$ cat config.mk
export PLATFORM = sky130hd
export DESIGN_NAME = hwmon_reading_convert_top
export DESIGN_NICKNAME = d
export VERILOG_FILES = /design/src/design/hrc_pkg.sv /design/src/design/hrc_front.sv /design/src/design/hrc_div_cell.sv /design/src/design/hrc_back.sv /design/src/design/hwmon_reading_convert_top.sv
export SDC_FILE = /design/constraint.sdc
export NUM_CORES = 1
export LEC_CHECK = 0
export BUFFER_PORTS_ARGS = -buffer_cell sky130_fd_sc_hd__buf_2
export CAP_MARGIN = 5
export CORE_MARGIN = 2
export CORE_UTILIZATION = 40
export CTS_CLUSTER_SIZE = 16
export DETAILED_ROUTE_END_ITERATION = 10
export GPL_ROUTABILITY_DRIVEN = 1
export PLACE_DENSITY_LB_ADDON = 0.2
export SLEW_MARGIN = 40
export SYNTH_ARGS = -nofsm -noshare
export SYNTH_HDL_FRONTEND = slang
export SYNTH_HIERARCHICAL = 1
export SYNTH_SLANG_ARGS = --single-unit
$ cat constraint.sdc
create_clock -name clk -period 8.9 [get_ports clk]
set_clock_uncertainty 0.05 [all_clocks]
set_input_delay 0.89 -clock clk [delete_from_list [all_inputs] [get_ports clk]]
set_output_delay 0.89 -clock clk [all_outputs]
set_load 0.05 [all_outputs]
$ cat src/design/hrc_pkg.sv
`timescale 1ns / 1ps
`default_nettype none
// ----------------------------------------------------------------------------
// hrc_pkg
// Shared types and constants for the hardware-monitor reading converter.
// ----------------------------------------------------------------------------
package hrc_pkg;

  // sensor type codes
  localparam logic [1:0] MODE_VOLT = 2'd0;
  localparam logic [1:0] MODE_TEMP = 2'd1;
  localparam logic [1:0] MODE_FAN  = 2'd2;

  // status codes
  localparam logic STATUS_OK          = 1'b0;
  localparam logic STATUS_UNSUPPORTED = 1'b1;

  // channel counts per sensor type
  localparam logic [3:0] VOLT_CHANNELS = 4'd9;
  localparam logic [3:0] TEMP_CHANNELS = 4'd3;
  localparam logic [3:0] FAN_CHANNELS  = 4'd3;

  // fan clock dividend and the quotient width it needs
  localparam int QW = 21;
  localparam logic [QW-1:0] FAN_CLOCK = 21'd1350000;

  // special fan count codes
  localparam logic [7:0] FAN_COUNT_STALLED = 8'hFF;
  localparam logic [7:0] FAN_COUNT_NONE    = 8'h00;

  localparam logic [15:0] READING_MAX = 16'hFFFF;

  typedef struct packed {
    logic [1:0] mode;
    logic [3:0] channel;
    logic [7:0] main_byte;
    logic [7:0] low_byte;
    logic [7:0] divisor_high_byte;
  } item_t;

  typedef struct packed {
    logic [15:0] reading;
    logic        status;
  } result_t;

  // data carried down the divider chain
  typedef struct packed {
    logic [7:0]    rem;
    logic [QW-1:0] quo;
    logic [7:0]    divisor;
    logic [2:0]    fan_exp;
    logic          use_div;
    logic [15:0]   reading;
    logic          status;
  } pipe_t;

endpackage

`default_nettype wire

$ cat src/design/hrc_front.sv
`timescale 1ns / 1ps
`default_nettype none
// ----------------------------------------------------------------------------
// hrc_front
// Decodes one input item: direct readings, fan exponent and divider setup.
// ----------------------------------------------------------------------------
module hrc_front
  import hrc_pkg::*;
(
  input  item_t item,
  output pipe_t pipe
);

  logic [8:0] temp_raw;
  logic       half_bit;
  logic [2:0] fan_exp;

  // temperature: high byte plus half-degree bit, channel 0 has no low byte
  always_comb begin
    half_bit = (item.channel != 4'd0) ? item.low_byte[7] : 1'b0;
    temp_raw = {item.main_byte, half_bit};
  end

  // fan divisor exponent from the per-channel bit fields
  always_comb begin
    unique case (item.channel)
      4'd0:    fan_exp = {item.divisor_high_byte[5], item.low_byte[5:4]};
      4'd1:    fan_exp = {item.divisor_high_byte[6], item.low_byte[7:6]};
      default: fan_exp = {item.divisor_high_byte[7], item.low_byte[7:6]};
    endcase
  end

  // reading select and divider setup
  always_comb begin
    pipe         = '0;
    pipe.divisor = item.main_byte;
    pipe.fan_exp = fan_exp;
    pipe.reading = 16'd0;
    pipe.status  = STATUS_UNSUPPORTED;
    priority if (item.mode == MODE_VOLT && item.channel < VOLT_CHANNELS) begin
      pipe.reading = {8'd0, item.main_byte};
      pipe.status  = STATUS_OK;
    end else if (item.mode == MODE_TEMP && item.channel < TEMP_CHANNELS) begin
      pipe.reading = {{7{temp_raw[8]}}, temp_raw};
      pipe.status  = STATUS_OK;
    end else if (item.mode == MODE_FAN && item.channel < FAN_CHANNELS) begin
      pipe.status = STATUS_OK;
      priority if (item.main_byte == FAN_COUNT_STALLED) begin
        pipe.reading = READING_MAX;
      end else if (item.main_byte == FAN_COUNT_NONE) begin
        pipe.reading = 16'd0;
      end else begin
        pipe.use_div = 1'b1;
      end
    end else begin
      pipe.status = STATUS_UNSUPPORTED;
    end
  end

endmodule

`default_nettype wire

$ cat src/design/hrc_div_cell.sv
`timescale 1ns / 1ps
`default_nettype none
// ----------------------------------------------------------------------------
// hrc_div_cell
// One restoring division step: shifts in one dividend bit, yields one
// quotient bit, and registers the result toward the next cell.
// ----------------------------------------------------------------------------
module hrc_div_cell
  import hrc_pkg::*;
(
  input  logic  clk,
  input  logic  rst,
  input  logic  dividend_bit,
  input  logic  in_valid,
  output logic  in_ready,
  input  pipe_t in_data,
  output logic  out_valid,
  input  logic  out_ready,
  output pipe_t out_data
);

  logic [8:0] trial;
  logic [8:0] diff;
  logic       q_bit;
  pipe_t      step;

  // compare and subtract
  always_comb begin
    trial = {in_data.rem, dividend_bit};
    diff  = trial - {1'b0, in_data.divisor};
    q_bit = (trial >= {1'b0, in_data.divisor});
    step  = in_data;
    step.rem = q_bit ? diff[7:0] : trial[7:0];
    step.quo = {in_data.quo[QW-2:0], q_bit};
  end

  // stage can take a transfer when empty or when its content moves on
  assign in_ready = !out_valid || out_ready;

  always_ff @(posedge clk) begin
    if (rst) begin
      out_valid <= 1'b0;
    end else if (in_ready) begin
      out_valid <= in_valid;
    end
  end

  always_ff @(posedge clk) begin
    if (in_ready && in_valid) begin
      out_data <= step;
    end
  end

endmodule

`default_nettype wire

$ cat src/design/hrc_back.sv
`timescale 1ns / 1ps
`default_nettype none
// ----------------------------------------------------------------------------
// hrc_back
// Applies the fan exponent shift and saturation, then holds the result in
// the output register.
// ----------------------------------------------------------------------------
module hrc_back
  import hrc_pkg::*;
(
  input  logic    clk,
  input  logic    rst,
  input  logic    in_valid,
  output logic    in_ready,
  input  pipe_t   in_data,
  output logic    result_valid,
  input  logic    result_ready,
  output result_t result
);

  logic [QW-1:0] scaled;
  result_t       final_res;

  // divide by two to the exponent, then clamp to 16 bits
  always_comb begin
    scaled            = in_data.quo >> in_data.fan_exp;
    final_res.status  = in_data.status;
    final_res.reading = in_data.reading;
    if (in_data.use_div) begin
      if (scaled > {{(QW-16){1'b0}}, READING_MAX}) begin
        final_res.reading = READING_MAX;
      end else begin
        final_res.reading = scaled[15:0];
      end
    end
  end

  assign in_ready = !result_valid || result_ready;

  always_ff @(posedge clk) begin
    if (rst) begin
      result_valid <= 1'b0;
    end else if (in_ready) begin
      result_valid <= in_valid;
    end
  end

  always_ff @(posedge clk) begin
    if (in_ready && in_valid) begin
      result <= final_res;
    end
  end

endmodule

`default_nettype wire

$ cat src/design/hwmon_reading_convert_top.sv
`timescale 1ns / 1ps
`default_nettype none
// ----------------------------------------------------------------------------
// hwmon_reading_convert_top
// Hardware-monitor reading converter: voltage, temperature and fan readings.
// ----------------------------------------------------------------------------
// Takes one item per cycle when the first cell is ready and returns one
// result per item, in order, after the item has passed 21 restoring division
// cells (one quotient bit each) and the output register. Each cell is its own
// pipeline stage with a local ready, so a stalled output only stops the stages
// that hold data and empty stages keep filling. Fan readings are 1350000 /
// count, shifted right by the divisor exponent and clamped at 65535; other
// readings pass through the same stages unchanged.
// ----------------------------------------------------------------------------
module hwmon_reading_convert_top
  import hrc_pkg::*;
(
  input  logic    clk,
  input  logic    rst,
  input  logic    item_valid,
  output logic    item_ready,
  input  item_t   item,
  output logic    result_valid,
  input  logic    result_ready,
  output result_t result
);

  logic  stage_valid [0:QW];
  logic  stage_ready [0:QW];
  pipe_t stage_data  [0:QW];

  // decode feeds the first division cell
  hrc_front u_front (
    .item (item),
    .pipe (stage_data[0])
  );

  assign stage_valid[0] = item_valid;
  assign item_ready     = stage_ready[0];

  // division chain, dividend bits enter msb first
  for (genvar i = 0; i < QW; i++) begin : g_cell
    hrc_div_cell u_cell (
      .clk          (clk),
      .rst          (rst),
      .dividend_bit (FAN_CLOCK[QW-1-i]),
      .in_valid     (stage_valid[i]),
      .in_ready     (stage_ready[i]),
      .in_data      (stage_data[i]),
      .out_valid    (stage_valid[i+1]),
      .out_ready    (stage_ready[i+1]),
      .out_data     (stage_data[i+1])
    );
  end

  hrc_back u_back (
    .clk          (clk),
    .rst          (rst),
    .in_valid     (stage_valid[QW]),
    .in_ready     (stage_ready[QW]),
    .in_data      (stage_data[QW]),
    .result_valid (result_valid),
    .result_ready (result_ready),
    .result       (result)
  );

`ifndef SYNTHESIS
  // an unsupported request never carries a reading
  a_unsupported_zero : assert property (@(posedge clk) disable iff (rst)
    result_valid && result.status == STATUS_UNSUPPORTED |-> result.reading == 16'd0)
    else $error("unsupported result with nonzero reading");

  // input backpressure only when the whole chain is full behind a stalled output
  a_ready_cause : assert property (@(posedge clk) disable iff (rst)
    !item_ready |-> result_valid && !result_ready)
    else $error("input stalled while output side is free");

  // nothing comes out right after reset
  a_reset_empty : assert property (@(posedge clk)
    $past(rst) |-> !result_valid)
    else $error("result valid right after reset");
`endif

endmodule

`default_nettype wire

# Word level (Yosys, flattened, before mapping)
# Index checks and enable logic that the tools add are counted.
dict set report word_totals {
  word_cells 343
  input_bits 34
  register_bits 1031
  out_inout_bits 19
}
dict set report op_classes {
  order_cmp 24
  muxes 29
  n_addsub 20
  n_eq_ne 4
  n_reduce_logical 75
  n_bitwise 1
  shift 1
}
# op count
set ops {}
lappend ops {{$ge A9 B8 Y1} 20}
lappend ops {{$mux W8} 19}
lappend ops {{$sub A8 B8 Y8} 19}
lappend ops {{$mux W16} 4}
lappend ops {{$logic_and A1 B1 Y1} 25}
lappend ops {{$logic_not A1 Y1} 22}
lappend ops {{$logic_or A1 B1 Y1} 22}
lappend ops {{$gt A21 B16 Y1 const B} 1}
lappend ops {{$shr A21 B3 Y21} 1}
lappend ops {{$mux W17} 1}
lappend ops {{$mux W9} 1}
lappend ops {{$eq A8 B8 Y1 const B} 1}
lappend ops {{$ge A1 B8 Y1 const A} 1}
lappend ops {{$logic_not A8 Y1} 1}
lappend ops {{$sub A1 B8 Y8 const A} 1}
lappend ops {{$pmux W3 S2} 1}
lappend ops {{$eq A4 B1 Y1 const B} 1}
lappend ops {{$logic_not A4 Y1} 1}
lappend ops {{$lt A4 B2 Y1 const B} 1}
lappend ops {{$lt A4 B4 Y1 const B} 1}
lappend ops {{$reduce_bool A4 Y1} 1}
lappend ops {{$reduce_or A4 Y1} 1}
lappend ops {{$mux W1} 3}
lappend ops {{$eq A2 B1 Y1 const B} 1}
lappend ops {{other kinds (4)} 4}

# Depth between registers and ports, before layout
dict set report depth {
  depth_word 24
  ltp_mapped 23
  mapped_depth_nobuf 23
}

# Hierarchy
# Netlist, hierarchy kept.
# module cells_each area_each_um2 n_inst seq_area_each_um2
set by_module_without_submodules {}
lappend by_module_without_submodules {{hrc_div_cell at g_cell[11].u_cell ...} 131 2302.2 14 1761.7}
lappend by_module_without_submodules {{hrc_div_cell at g_cell[0].u_cell ...} 129 2322.2 6 1761.7}
lappend by_module_without_submodules {{hrc_div_cell at g_cell[1].u_cell} 132 2303.5 1 1761.7}
lappend by_module_without_submodules {hrc_back 130 1407.6 1 530.5}
lappend by_module_without_submodules {hrc_front 78 611.8 1 0.0}
lappend by_module_without_submodules {hwmon_reading_convert_top 2 7.5 1 0.0}

# Worst setup path before layout
# No wires, ideal clock.
dict set report synth_path {
  path_kind {input -> register}
  start {in result_ready}
  end {reg g_cell[0].u_cell/out_data[0] (netlist name), enable pin}
  t_arrival_ns 5.458
  stages 23
  n_path_buf 0
  required_ns 8.329
  setup_time_ns 0.521
  setup_slack_ns 2.871
  cell_sequence {nand2b_1 nand2b_1 nand2b_1 nand2b_1 nand2b_1 nand2b_1 nand2b_1 nand2b_1 nand2b_1 nand2b_1 nand2b_1 nand2b_1 nand2b_1 nand2b_1 nand2b_1 nand2b_1 nand2b_1 nand2b_1 nand2b_1 nand2b_1 nand2b_1 nand2b_1 and2_1}
}
# element line
set synth_lines {}
lappend synth_lines {{start, declared} hwmon_reading_convert_top.sv:24} ;# input logic result_ready,
lappend synth_lines {{end signal, assigned} hrc_div_cell.sv:50} ;# out_data <= step;
lappend synth_lines {{end, declared} hrc_div_cell.sv:19} ;# output pipe_t out_data

==> results.tsv <==
stage	metric	value	unit
die	die_w	333	um
sta	fmax	161	MHz
critical_path	slowest_delay	0.22	ns
route	drc_errors	0	
cells_and_area	multi_input_area	0.0110	sq mm
sta	tightest_slew	0.746	ns
cells_and_area	layout_common_cells	1009 x edfxtp_1, 287 x inv_1, 168 x ha_1	
critical_path	cp_common_cell	nand2b_1	
sta	min_period	6.21	ns
critical_path	crit_path_start_kind	primary input	
placed_design	place.gp.congestion	0.856	
critical_path	cp_data_arrival_time	5.27	ns
global_route	grt_pass1_vias	21784	
sta	hold_viol	0	
critical_path	worstPathCellList	buf_2 > nand2b_1 > nand2b_1 > nand2b_1 > nand2b_1 > nand2b_1 > nand2b_1 > nand2b_1 > nand2b_1 > nand2b_1 > nand2b_1 > nand2b_1 > nand2b_1 > nand2b_1 > nand2b_1 > nand2b_1 > nand2b_1 > nand2b_1 > nand2b_1 > nand2b_1 > nand2b_1 > nand2b_1 > nand2b_1 > buf_2	
die	initial_core_util	0.403	
route	num_vias	21001	
critical_path	reg2reg_depth	23	
cells_and_area	final_layout_size_suffix_gt1_frac	0.153	
placed_design	post-place-ws	2.76	ns
route	wl_met1	28600	um
global_route	grt_first_pass_wirelength	112000	um
route	dr.pass1.iters	5	
critical_path	crit_family	simple AND/OR/NAND/NOR gates	
route	wl_met3	2040	um
global_route	grt-ovfl-total	0	
critical_path	crit_type	in -> out	
route	vias_per_cell	4.92	
sta	rsz0062_at_grt	no	
sta	fin_ws	2.69	ns
global_route	grt_antenna_before_repair	0	
pwr	vdd_drop_max	134	uV
critical_path	setup.worst_path.end_class	output pin	
critical_path	reg2reg_slack	3.90	ns
critical_path	cp_slowest_cell	buf_2	
die	core	0.107	sq mm
sta	slew_viol_final	0	
global_route	grt_use_total	0.124	
sta	fin_crit_sh	0.698	
critical_path	cp_max_fo	3	
clocking	clock_latency	0.66	ns
placed_design	port_buffers	43	
clocking	postCtsSetupBuffers	0	
worst_hold_path	hold_path_depth	0	
global_route	grt_max_degree	58	
route	finalWirelength	68100	um
clocking	clock-sinks	1031	
sta	slew_headroom	0.503	
die	ios	53	
pwr	power	10.1	mW
cells_and_area	regArea	0.0307	sq mm
pwr	power.density	208	mW/mm^2
synth	yosys_warnings	6	
critical_path	crit_buf_inv	2	
die	die_area	0.111	sq mm
critical_path	critical_path_depth	24	
route	drt-wirelength-per-cell	16.0	um
cells_and_area	areaGrowthSynthToFinish	12.0	%
cells_and_area	antenna_cells	0	
pwr	leakage	17.0	nW
worst_hold_path	worst_hold_path_type	reg -> reg	
route	antenna_left	0	
cells_and_area	final_common_cell	edfxtp_1	
clocking	cts_hold_buffers	0	
clocking	htreeDepth	3	
die	die_y	333	um
die	rows	120	
synth	syn_avg_cell_area	16.2	sq um
run	cap_violations	0	
clocking	cts-root-buf	clkbuf_16	
route	top_layer_used	met4	
clocking	cts_tree	yes	
status	outcome	complete, no violations	
sta	timing.hold.ws	0.356	ns
route	drt-initial-drc-count	1146	
clocking	clk_pin_slew	0.06	ns
clocking	cts.path.max_buffers	3	
clocking	cts_resized	0	
clocking	cts_made_buffers	107	
sta	finalSetupViolCount	0	
route	wl_met2	35200	um
sta	fin_tns_setup	0	ns
cells_and_area	num-fill-cells	9316	
synth	netlist_instances	2669	
synth	syn_area	0.0433	sq mm
critical_path	crit_required	7.96	ns
cells_and_area	final_nets	3000	
placed_design	dp_hpwl	47700	um
-- final timing paths --
path	start	to
max	result_ready	item_ready
min	g_cell[13].u_cell/out_data[4]$_DFFE_PP_	g_cell[14].u_cell/out_data[4]$_DFFE_PP_
max reg2reg	u_back/result_valid$_SDFFE_PP0N_	g_cell[0].u_cell/out_data[9]$_DFFE_PP_
min reg2reg	g_cell[13].u_cell/out_data[4]$_DFFE_PP_	g_cell[14].u_cell/out_data[4]$_DFFE_PP_
-- power by group --
part | leakage, nW | switching (mW) | internal, mW
logic | 6.01 | 0.152 | 0.126
clock network | 1.73 | 1.77 | 2.68
registers | 9.27 | 0.0181 | 5.31
total | 17.0 | 1.94 | 8.11
-- layout make-up --
| type | count | area share |
|---|---|---|
| inverters | 288 | 0.0223 |
| clock inverters | 61 | 0.0150 |
| repair buffers | 50 | 0.00568 |
| clock buffers | 135 | 0.0583 |
| well taps | 1403 | 0.0362 |
| flip-flops and latches | 1031 | 0.635 |
| multi-input cells | 1300 | 0.228 |
-- registers in the layout, summed over array words and instances, names as in the netlist --
register                 flops
u_back/result               17
g_cell.u_cell/out_data     992
u_back/result_valid          1
g_cell.u_cell/out_valid     21
-- worst register-to-register path, cell delays in order (launching register included) --
cell and delay (ns):
dfxtp_1 0.32, nand2b_1 0.13, nand2b_1 0.21, nand2b_1 0.17, nand2b_1 0.17, nand2b_1 0.17
nand2b_1 0.18, nand2b_1 0.18, nand2b_1 0.19, nand2b_1 0.18, nand2b_1 0.18, nand2b_1 0.18
nand2b_1 0.19, nand2b_1 0.19, nand2b_1 0.19, nand2b_1 0.19, nand2b_1 0.19, nand2b_1 0.19
nand2b_1 0.19, nand2b_1 0.19, nand2b_1 0.18, nand2b_1 0.18, nand2b_1 0.18, and2_4 0.32
-- per-layer routing --
layer	vias up	GRT usage
met4	0	0.0460
met2	295	0.225
met5	-	0
met1	10261	0.145
li1	10295	-
met3	150	0.0229
-- metrics by stage --
step	cells	util	area [sq um]
2_1_floorplan	2695	-	43400
3_3_place_gp	4070	0.418	44800
3_5_place_dp	4072	0.419	44900
4_1_cts	4268	0.452	48400
5_1_grt	4268	0.452	48400
6_report	4268	0.452	48400
Power figures use the tool's default switching activity.
